--- src/rtl/acsr_pkg.sv ---
package acsr_pkg;

  localparam logic [1:0] POL_FIFO = 2'd0;
  localparam logic [1:0] POL_LRU  = 2'd1;
  localparam logic [1:0] POL_MRU  = 2'd2;
  localparam logic [1:0] POL_LFU  = 2'd3;

  localparam logic [1:0] CMD_READ   = 2'd0;
  localparam logic [1:0] CMD_WRITE  = 2'd1;
  localparam logic [1:0] CMD_PUT    = 2'd2;
  localparam logic [1:0] CMD_UNUSED = 2'd3;

  localparam logic [2:0] OP_NONE  = 3'd0;
  localparam logic [2:0] OP_LOAD  = 3'd1;
  localparam logic [2:0] OP_LOOK  = 3'd2;
  localparam logic [2:0] OP_TOUCH = 3'd3;
  localparam logic [2:0] OP_DOWN  = 3'd4;
  localparam logic [2:0] OP_UP    = 3'd5;
  localparam logic [2:0] OP_FIX   = 3'd6;

  typedef struct packed {
    logic [2:0] op;
  } dp_ctl_t;

  typedef struct packed {
    logic       hit;
    logic       full;
    logic [1:0] command;
    logic [1:0] policy;
    logic       down_stop;
    logic       up_stop;
  } dp_stat_t;

endpackage

--- src/rtl/acsr_datapath.sv ---
module acsr_datapath
  import acsr_pkg::*;
#(
  parameter int CAPACITY = 16
) (
  input  logic        clk,
  input  logic        rst_n,
  input  dp_ctl_t     ctl,
  output dp_stat_t    stat,
  input  logic        cfg_we,
  input  logic [1:0]  cfg_data,
  input  logic [1:0]  in_command,
  input  logic [30:0] in_address,
  input  logic [31:0] in_value,
  output logic        res_hit,
  output logic [31:0] res_read_value,
  output logic        res_evicted,
  output logic [30:0] res_evicted_address,
  output logic [31:0] res_evicted_value,
  output logic        res_evicted_dirty
);

  localparam int SW = (CAPACITY > 1) ? $clog2(CAPACITY) : 1;
  localparam int NW = $clog2(CAPACITY + 1);
  localparam int LW = SW + 2;
  localparam logic [NW-1:0] CAP_N = NW'(CAPACITY);
  localparam logic [SW-1:0] LAST = SW'(CAPACITY - 1);

  logic [30:0]   addr_r  [CAPACITY];
  logic [31:0]   val_r   [CAPACITY];
  logic          dirty_r [CAPACITY];
  logic [31:0]   cnt_r   [CAPACITY];
  logic [SW-1:0] ol_r    [CAPACITY];
  logic [SW-1:0] ol_nxt  [CAPACITY];
  logic [NW-1:0] fill_r;
  logic [1:0]    policy_r;
  logic [1:0]    cmd_r;
  logic [30:0]   iaddr_r;
  logic [31:0]   ival_r;
  logic [SW-1:0] h_r;
  logic [SW-1:0] vic_r;
  logic [SW-1:0] pos_r;
  logic [NW-1:0] sift_n_r;

  logic          hit;
  logic [SW-1:0] hidx;
  logic          full;
  logic [SW-1:0] tpos;
  logic [SW-1:0] vic;
  logic [LW-1:0] dl, dr, nx;
  logic [SW-1:0] dc;
  logic [31:0]   c_pos, c_l, c_r, c_c, c_p;
  logic [SW-1:0] up_p;
  logic          down_stop, up_stop;

  assign full = (fill_r == CAP_N);

  always_comb begin
    hit  = 1'b0;
    hidx = '0;
    for (int i = CAPACITY - 1; i >= 0; i--) begin
      if ((i < int'(fill_r)) && (addr_r[i] == iaddr_r)) begin
        hit  = 1'b1;
        hidx = SW'(i);
      end
    end
  end

  always_comb begin
    tpos = '0;
    for (int i = CAPACITY - 1; i >= 0; i--) begin
      if ((i < int'(fill_r)) && (ol_r[i] == h_r)) begin
        tpos = SW'(i);
      end
    end
  end

  always_comb begin
    case (policy_r)
      POL_LRU: vic = ol_r[LAST];
      default: vic = ol_r[0];
    endcase
  end

  always_comb begin
    dl    = {1'b0, pos_r, 1'b1};
    dr    = dl + LW'(1);
    nx    = LW'(sift_n_r);
    c_pos = cnt_r[ol_r[pos_r]];
    c_l   = cnt_r[ol_r[dl[SW-1:0]]];
    c_r   = cnt_r[ol_r[dr[SW-1:0]]];
    if ((dr < nx) && (c_l > c_r)) begin
      dc  = dr[SW-1:0];
      c_c = c_r;
    end else begin
      dc  = dl[SW-1:0];
      c_c = c_l;
    end
    down_stop = !(dl < nx) || !(c_pos >= c_c);
    up_p      = (pos_r - SW'(1)) >> 1;
    c_p       = cnt_r[ol_r[up_p]];
    up_stop   = (pos_r == '0) || !(c_p > c_pos);
  end

  always_comb begin
    for (int i = 0; i < CAPACITY; i++) ol_nxt[i] = ol_r[i];
    case (ctl.op)
      OP_LOOK: begin
        if (!hit && (cmd_r == CMD_WRITE || cmd_r == CMD_PUT)) begin
          if (!full) begin
            if (policy_r == POL_LRU || policy_r == POL_MRU) begin
              for (int i = 1; i < CAPACITY; i++) begin
                if (i <= int'(fill_r)) ol_nxt[i] = ol_r[i-1];
              end
              ol_nxt[0] = fill_r[SW-1:0];
            end else begin
              ol_nxt[fill_r[SW-1:0]] = fill_r[SW-1:0];
            end
          end else begin
            case (policy_r)
              POL_FIFO: begin
                for (int i = 0; i < CAPACITY - 1; i++) ol_nxt[i] = ol_r[i+1];
                ol_nxt[LAST] = ol_r[0];
              end
              POL_LRU: begin
                for (int i = 1; i < CAPACITY; i++) ol_nxt[i] = ol_r[i-1];
                ol_nxt[0] = ol_r[LAST];
              end
              POL_LFU: ol_nxt[0] = ol_r[LAST];
              default: ;
            endcase
          end
        end
      end
      OP_TOUCH: begin
        if (policy_r == POL_LRU || policy_r == POL_MRU) begin
          for (int i = 1; i < CAPACITY; i++) begin
            if (i <= int'(tpos)) ol_nxt[i] = ol_r[i-1];
          end
          ol_nxt[0] = ol_r[tpos];
        end
      end
      OP_DOWN: begin
        if (!down_stop) begin
          ol_nxt[pos_r] = ol_r[dc];
          ol_nxt[dc]    = ol_r[pos_r];
        end
      end
      OP_UP: begin
        if (!up_stop) begin
          ol_nxt[pos_r] = ol_r[up_p];
          ol_nxt[up_p]  = ol_r[pos_r];
        end
      end
      OP_FIX: ol_nxt[LAST] = vic_r;
      default: ;
    endcase
  end

  always_ff @(posedge clk) begin
    for (int i = 0; i < CAPACITY; i++) ol_r[i] <= ol_nxt[i];
    case (ctl.op)
      OP_LOAD: begin
        cmd_r               <= in_command;
        iaddr_r             <= in_address;
        ival_r              <= in_value;
        res_hit             <= 1'b0;
        res_read_value      <= '0;
        res_evicted         <= 1'b0;
        res_evicted_address <= '0;
        res_evicted_value   <= '0;
        res_evicted_dirty   <= 1'b0;
      end
      OP_LOOK: begin
        if (cmd_r != CMD_UNUSED) begin
          if (hit) begin
            res_hit <= 1'b1;
            h_r     <= hidx;
            if (cmd_r == CMD_READ) res_read_value <= val_r[hidx];
            else val_r[hidx] <= ival_r;
            if (cmd_r == CMD_WRITE) dirty_r[hidx] <= 1'b1;
            if (cmd_r != CMD_PUT && cnt_r[hidx] != 32'hFFFF_FFFF) begin
              cnt_r[hidx] <= cnt_r[hidx] + 32'd1;
            end
          end else if (cmd_r != CMD_READ) begin
            if (!full) begin
              addr_r[fill_r[SW-1:0]]  <= iaddr_r;
              val_r[fill_r[SW-1:0]]   <= ival_r;
              dirty_r[fill_r[SW-1:0]] <= (cmd_r == CMD_WRITE);
              cnt_r[fill_r[SW-1:0]]   <= 32'd1;
              pos_r                   <= fill_r[SW-1:0];
            end else begin
              res_evicted         <= 1'b1;
              res_evicted_address <= addr_r[vic];
              res_evicted_value   <= val_r[vic];
              res_evicted_dirty   <= dirty_r[vic];
              addr_r[vic]         <= iaddr_r;
              val_r[vic]          <= ival_r;
              dirty_r[vic]        <= (cmd_r == CMD_WRITE);
              cnt_r[vic]          <= 32'd1;
              vic_r               <= vic;
              pos_r               <= '0;
              sift_n_r            <= CAP_N;
            end
          end
        end
      end
      OP_TOUCH: begin
        pos_r    <= tpos;
        sift_n_r <= fill_r;
      end
      OP_DOWN: if (!down_stop) pos_r <= dc;
      OP_UP:   if (!up_stop) pos_r <= up_p;
      OP_FIX:  pos_r <= LAST;
      default: ;
    endcase
  end

  always_ff @(posedge clk) begin
    if (!rst_n) begin
      fill_r   <= '0;
      policy_r <= POL_LRU;
    end else begin
      if (cfg_we) policy_r <= cfg_data;
      if (ctl.op == OP_LOOK && cmd_r != CMD_UNUSED && !hit && cmd_r != CMD_READ && !full) begin
        fill_r <= fill_r + NW'(1);
      end
    end
  end

  assign stat.hit       = hit;
  assign stat.full      = full;
  assign stat.command   = cmd_r;
  assign stat.policy    = policy_r;
  assign stat.down_stop = down_stop;
  assign stat.up_stop   = up_stop;

endmodule

--- src/rtl/acsr_controller.sv ---
module acsr_controller
  import acsr_pkg::*;
(
  input  logic     clk,
  input  logic     rst_n,
  input  logic     start,
  output logic     busy,
  output logic     done,
  output dp_ctl_t  ctl,
  input  dp_stat_t stat
);

  localparam logic [2:0] S_IDLE  = 3'd0;
  localparam logic [2:0] S_LOOK  = 3'd1;
  localparam logic [2:0] S_TOUCH = 3'd2;
  localparam logic [2:0] S_DOWN  = 3'd3;
  localparam logic [2:0] S_FIX   = 3'd4;
  localparam logic [2:0] S_UP    = 3'd5;
  localparam logic [2:0] S_DONE  = 3'd6;

  logic [2:0] state_r, state_nxt;
  logic       fix_r, fix_nxt;
  logic       lfu;

  assign lfu  = (stat.policy == POL_LFU);
  assign busy = (state_r != S_IDLE);
  assign done = (state_r == S_DONE);

  always_comb begin
    state_nxt = state_r;
    fix_nxt   = fix_r;
    ctl.op    = OP_NONE;
    case (state_r)
      S_IDLE: begin
        if (start) begin
          ctl.op    = OP_LOAD;
          state_nxt = S_LOOK;
        end
      end
      S_LOOK: begin
        ctl.op    = OP_LOOK;
        state_nxt = S_DONE;
        if (stat.command != CMD_UNUSED) begin
          if (stat.hit) begin
            if (stat.command != CMD_PUT) state_nxt = S_TOUCH;
          end else if (stat.command != CMD_READ && lfu) begin
            fix_nxt   = stat.full;
            state_nxt = stat.full ? S_DOWN : S_UP;
          end
        end
      end
      S_TOUCH: begin
        ctl.op    = OP_TOUCH;
        fix_nxt   = 1'b0;
        state_nxt = lfu ? S_DOWN : S_DONE;
      end
      S_DOWN: begin
        ctl.op = OP_DOWN;
        if (stat.down_stop) state_nxt = fix_r ? S_FIX : S_DONE;
      end
      S_FIX: begin
        ctl.op    = OP_FIX;
        state_nxt = S_UP;
      end
      S_UP: begin
        ctl.op = OP_UP;
        if (stat.up_stop) state_nxt = S_DONE;
      end
      S_DONE:  state_nxt = S_IDLE;
      default: state_nxt = S_IDLE;
    endcase
  end

  always_ff @(posedge clk) begin
    if (!rst_n) begin
      state_r <= S_IDLE;
      fix_r   <= 1'b0;
    end else begin
      state_r <= state_nxt;
      fix_r   <= fix_nxt;
    end
  end

endmodule

--- src/rtl/assoc_cache_selectable_replacement_unit.sv ---
// The strobe comes in the DONE state, which follows LOOK for a miss, a put hit or an
//   unused command, and follows LOOK and TOUCH for a read or write hit (order update); under
//   LFU a hit also sifts down, a non-full insert sifts up, and a full insert sifts down,
//   fixes and sifts up (sift down, fix, sift up) before DONE.
// One word is handled at a time; busy is high until the strobe cycle ends.
// The result is shown for one cycle on out_valid; the receiver cannot stall.
// Reset (synchronous, rst_n low) empties the cache and sets the policy to LRU.
module assoc_cache_selectable_replacement_unit
  import acsr_pkg::*;
#(
  parameter int CAPACITY = 16
) (
  input  logic        clk,
  input  logic        rst_n,
  input  logic        start,
  output logic        busy,
  input  logic [1:0]  in_command,
  input  logic [30:0] in_address,
  input  logic [31:0] in_value,
  input  logic        cfg_we,
  input  logic [1:0]  cfg_data,
  output logic        out_valid,
  output logic        out_hit,
  output logic [31:0] out_read_value,
  output logic        out_evicted,
  output logic [30:0] out_evicted_address,
  output logic [31:0] out_evicted_value,
  output logic        out_evicted_dirty
);

  dp_ctl_t  ctl;
  dp_stat_t stat;

  acsr_controller u_ctrl (
    .clk   (clk),
    .rst_n (rst_n),
    .start (start),
    .busy  (busy),
    .done  (out_valid),
    .ctl   (ctl),
    .stat  (stat)
  );

  acsr_datapath #(.CAPACITY(CAPACITY)) u_dp (
    .clk                 (clk),
    .rst_n               (rst_n),
    .ctl                 (ctl),
    .stat                (stat),
    .cfg_we              (cfg_we),
    .cfg_data            (cfg_data),
    .in_command          (in_command),
    .in_address          (in_address),
    .in_value            (in_value),
    .res_hit             (out_hit),
    .res_read_value      (out_read_value),
    .res_evicted         (out_evicted),
    .res_evicted_address (out_evicted_address),
    .res_evicted_value   (out_evicted_value),
    .res_evicted_dirty   (out_evicted_dirty)
  );

  a_valid_busy: assert property (@(posedge clk) disable iff (!rst_n)
    out_valid |-> busy) else $error("strobe outside busy");

  a_one_strobe: assert property (@(posedge clk) disable iff (!rst_n)
    out_valid |=> !out_valid) else $error("strobe longer than one cycle");

  a_evict_miss: assert property (@(posedge clk) disable iff (!rst_n)
    (out_valid && out_evicted) |-> !out_hit) else $error("eviction on a hit");

  a_read_hit: assert property (@(posedge clk) disable iff (!rst_n)
    (out_valid && out_read_value != 32'd0) |-> out_hit) else $error("read data on a miss");

endmodule
--- config.mk ---
export PLATFORM = sky130hd
export DESIGN_NAME = assoc_cache_selectable_replacement_unit
export DESIGN_NICKNAME = d
export VERILOG_FILES = /design/src/rtl/acsr_pkg.sv /design/src/rtl/acsr_datapath.sv /design/src/rtl/acsr_controller.sv /design/src/rtl/assoc_cache_selectable_replacement_unit.sv
export SDC_FILE = /design/constraint.sdc
export NUM_CORES = 2
export LEC_CHECK = 0
export ABC_AREA = 1
export BUFFER_PORTS_ARGS = -buffer_cell sky130_fd_sc_hd__buf_2
export CAP_MARGIN = 20
export CORE_MARGIN = 5
export CORE_UTILIZATION = 36
export CTS_CLUSTER_DIAMETER = 40
export CTS_CLUSTER_SIZE = 30
export DETAILED_ROUTE_END_ITERATION = 16
export PLACE_DENSITY = 0.59
export SETUP_SLACK_MARGIN = 0.02
export SKIP_CTS_REPAIR_TIMING = 1
export SYNTH_ARGS = -nofsm -noshare
export SYNTH_HDL_FRONTEND = slang
export SYNTH_SLANG_ARGS = --single-unit
--- constraint.sdc ---
create_clock -name clk -period 8.2 [get_ports clk]
set_input_delay 0.82 -clock clk [delete_from_list [all_inputs] [get_ports clk]]
set_output_delay 0.82 -clock clk [all_outputs]
set_load 0.03 [all_outputs]
==> reports/results.tsv <==
metric	value	unit
reg2reg start	u_dp.pos_r[0]	
CP peak stage delay	430	ps
Clock Sink Count	1795	
sequential area share after synthesis	0.470	
Distinct cells, synth	72	
most common cell in the netlist	nand2_1	
Setup Crit Path Kind	reg2reg	
global-route usage over all layers	0.296	
num rows	207	
via count	111191	
main flop type after synthesis	edfxtp_1	
cells on worst reg2reg path	44	
htree depth	5	
Vias per Instance	6.05	
Max-slew headroom	0.213	
DP Area	122000	um2
full die area	329000	um2
fin crit period	7900	ps
CP endpoint kind	flip-flop	
synth warn	0	
Post-Synthesis Cell Area	114000	um2
Worst-Margin Slew	1180	ps
Post-Route WL	516000	um
clk slew on worst S/H paths	60	ps
I/O Pins	171	
Crit path arrival time	8610	ps
Final GP Congestion	1.01	
initial core utilization	0.361	
number of synthesized register bits	1795	
Slew Limit Fails	0	
Hold Path Depth	1	
clk buf depth	4	
root buffer cell	clkbuf_16	
Startpoint Class	flip-flop	
number of buffers added on ports	170	
First-pass DRT Iterations	7	
die extent in y	574	um
FFs w/ async S/R, synth	0	
final hold vios	0	
die span in x	574	um
CTS tree	done	
Fin Setup TNS	0	ps
Min-Delay Endpoint	u_dp.iaddr_r[27]	
Synth top area share	0.467	
fill count	31053	
f_max	0.127	GHz
grt ovf	0	
Worst Hold Launch	in_address[27]	
Worst R2R Setup Slack	300	ps
Commonest cells post-synth	nand2_1, o21ai_0, edfxtp_1	
syn_area_per_cell	8.27	um2
DR WL/cell	28.1	um
largest area contributor in the netlist	edfxtp_1	
nets	14088	
worst hold-check path type	in2reg	
Register Area	53800	um2
antenna viol nets, final	0	
worst skew pair latency	930	ps
Clock Skew	83.3	ps
Post-Synthesis Cells	13835	
Tcrit/Tclk final	0.963	
multi-input gate area in the final layout	51600	um2
Synth area leaders	edfxtp_1, o21ai_0, nand2_1, a21oi_1, nand3_1	
post-DP HPWL	336000	um
vias in the first global route	101090	
Initial DRC Count	16751	
Worst EP required	8910	ps
area grow syn2layout	17.9	%
slowest cell on the critical path	or4_4	
core area	317000	um2
first-pass GRT wire length	729000	um
status	finished clean	
share of cells above drive strength 1	0.110	
Syn Nets	14031	
cts bufs inserted	337	
Residual DRC	0	
max-capacitance violation count	0	
Max FO, Critical Path	32	
initial antenna violation count	16	
EDFF count, synth	1780	
largest net degree at the start of global routing	223	
cell area after layout	135000	um2
final count of negative-setup-slack endpoints	0	
## per-stage QoR
stage          hold slack (ps)  setup WS, ps  std cells  utilization
4_1_cts                   1.89          -492      18310        0.423
6_report                  62.2           302      18365        0.425
2_1_floorplan              485           170      13835            -
3_5_place_dp               511          -473      17689        0.385
5_1_grt                   27.2        -0.609      18359        0.425
3_3_place_gp               503          -361      17682        0.385
## layout by cell type (no fill, tap or decap), types with 41 or more instances in the layout
cell / count
o211ai_1: 639
buf_4: 485
nand2_1: 2258
ha_1: 125
buf_12: 108
bufinv_16: 51
a221oi_1: 49
clkbuf_16: 352
a21oi_1: 1424
nor3_1: 65
o21ai_0: 1938
inv_1: 1317
xor2_1: 127
o21ai_1: 74
edfxtp_1: 1780
a41oi_1: 43
nand4_1: 183
inv_6: 41
xnor2_1: 309
nor4_1: 56
a211oi_1: 53
o221ai_1: 165
inv_2: 42
nand3_1: 1059
buf_2: 170
o311ai_0: 73
nor2_4: 43
nor2_1: 639
## registers in the layout (all words and copies together), names as in the netlist, 16 cells and up, named ones only
register                  cells
u_dp.addr_r                 496
u_dp.res_evicted_address     31
u_dp.iaddr_r                 31
u_dp.res_evicted_value       32
u_dp.ival_r                  32
u_dp.res_read_value          32
u_dp.cnt_r                  512
u_dp.dirty_r                 16
u_dp.val_r                  512
## metal layers
metal,GRT usage,share of wire,up-vias
met5,0,0.000045,-
met4,0.147,0.058,4
li1,-,-,49532
met2,0.446,0.43,7354
met1,0.404,0.40,52946
met3,0.0609,0.11,1355
## worst max-delay path: cells and delay by family, from the launching register on
kind / cells / cell delay, ps
AOI/OAI and AO/OA: 14 / 2240
and+or+nand+nor: 15 / 2170
buffers and inverters: 12 / 2080
adders and majority gates: 3 / 830
DFF: 1 / 380
## how the worst max path moves through the flow
stage	startpoint	end	slack, ps	depth (start not counted)
final	u_dp.pos_r[0]	flip-flop	300	44
after CTS	u_dp.pos_r[0]	flip-flop	-490	46
after detailed placement	u_dp.pos_r[0]	flip-flop	-470	46
after global placement	u_dp.pos_r[0]	flip-flop	-360	45
after floorplan	u_dp.pos_r[0]	flip-flop	170	44
after global routing	u_dp.pos_r[0]	flip-flop	-0.6	48
## kinds of logic after synthesis
family,synth area share
xor gates and xnor gates,0.0334
muxes,0.0000875
buffers and inverters,0.0871
AOI/OAI and AO/OA,0.231
and+or+nand+nor,0.165
DFF,0.470
adders and majority gates,0.0137
## layout make-up
cell class / count / share of cell area
well taps: 4180 / 0.0387
multi-input cells: 9580 / 0.382
diodes: 11 / 0.000204
clock inverters: 252 / 0.0235
flip-flops and latches: 1795 / 0.398
clock buffers: 369 / 0.0641
inverters: 1383 / 0.0390
repair buffers: 795 / 0.0541
Power is not shown: default switching activity piles up to over one toggle a cycle in this logic, so the estimate is an artifact.
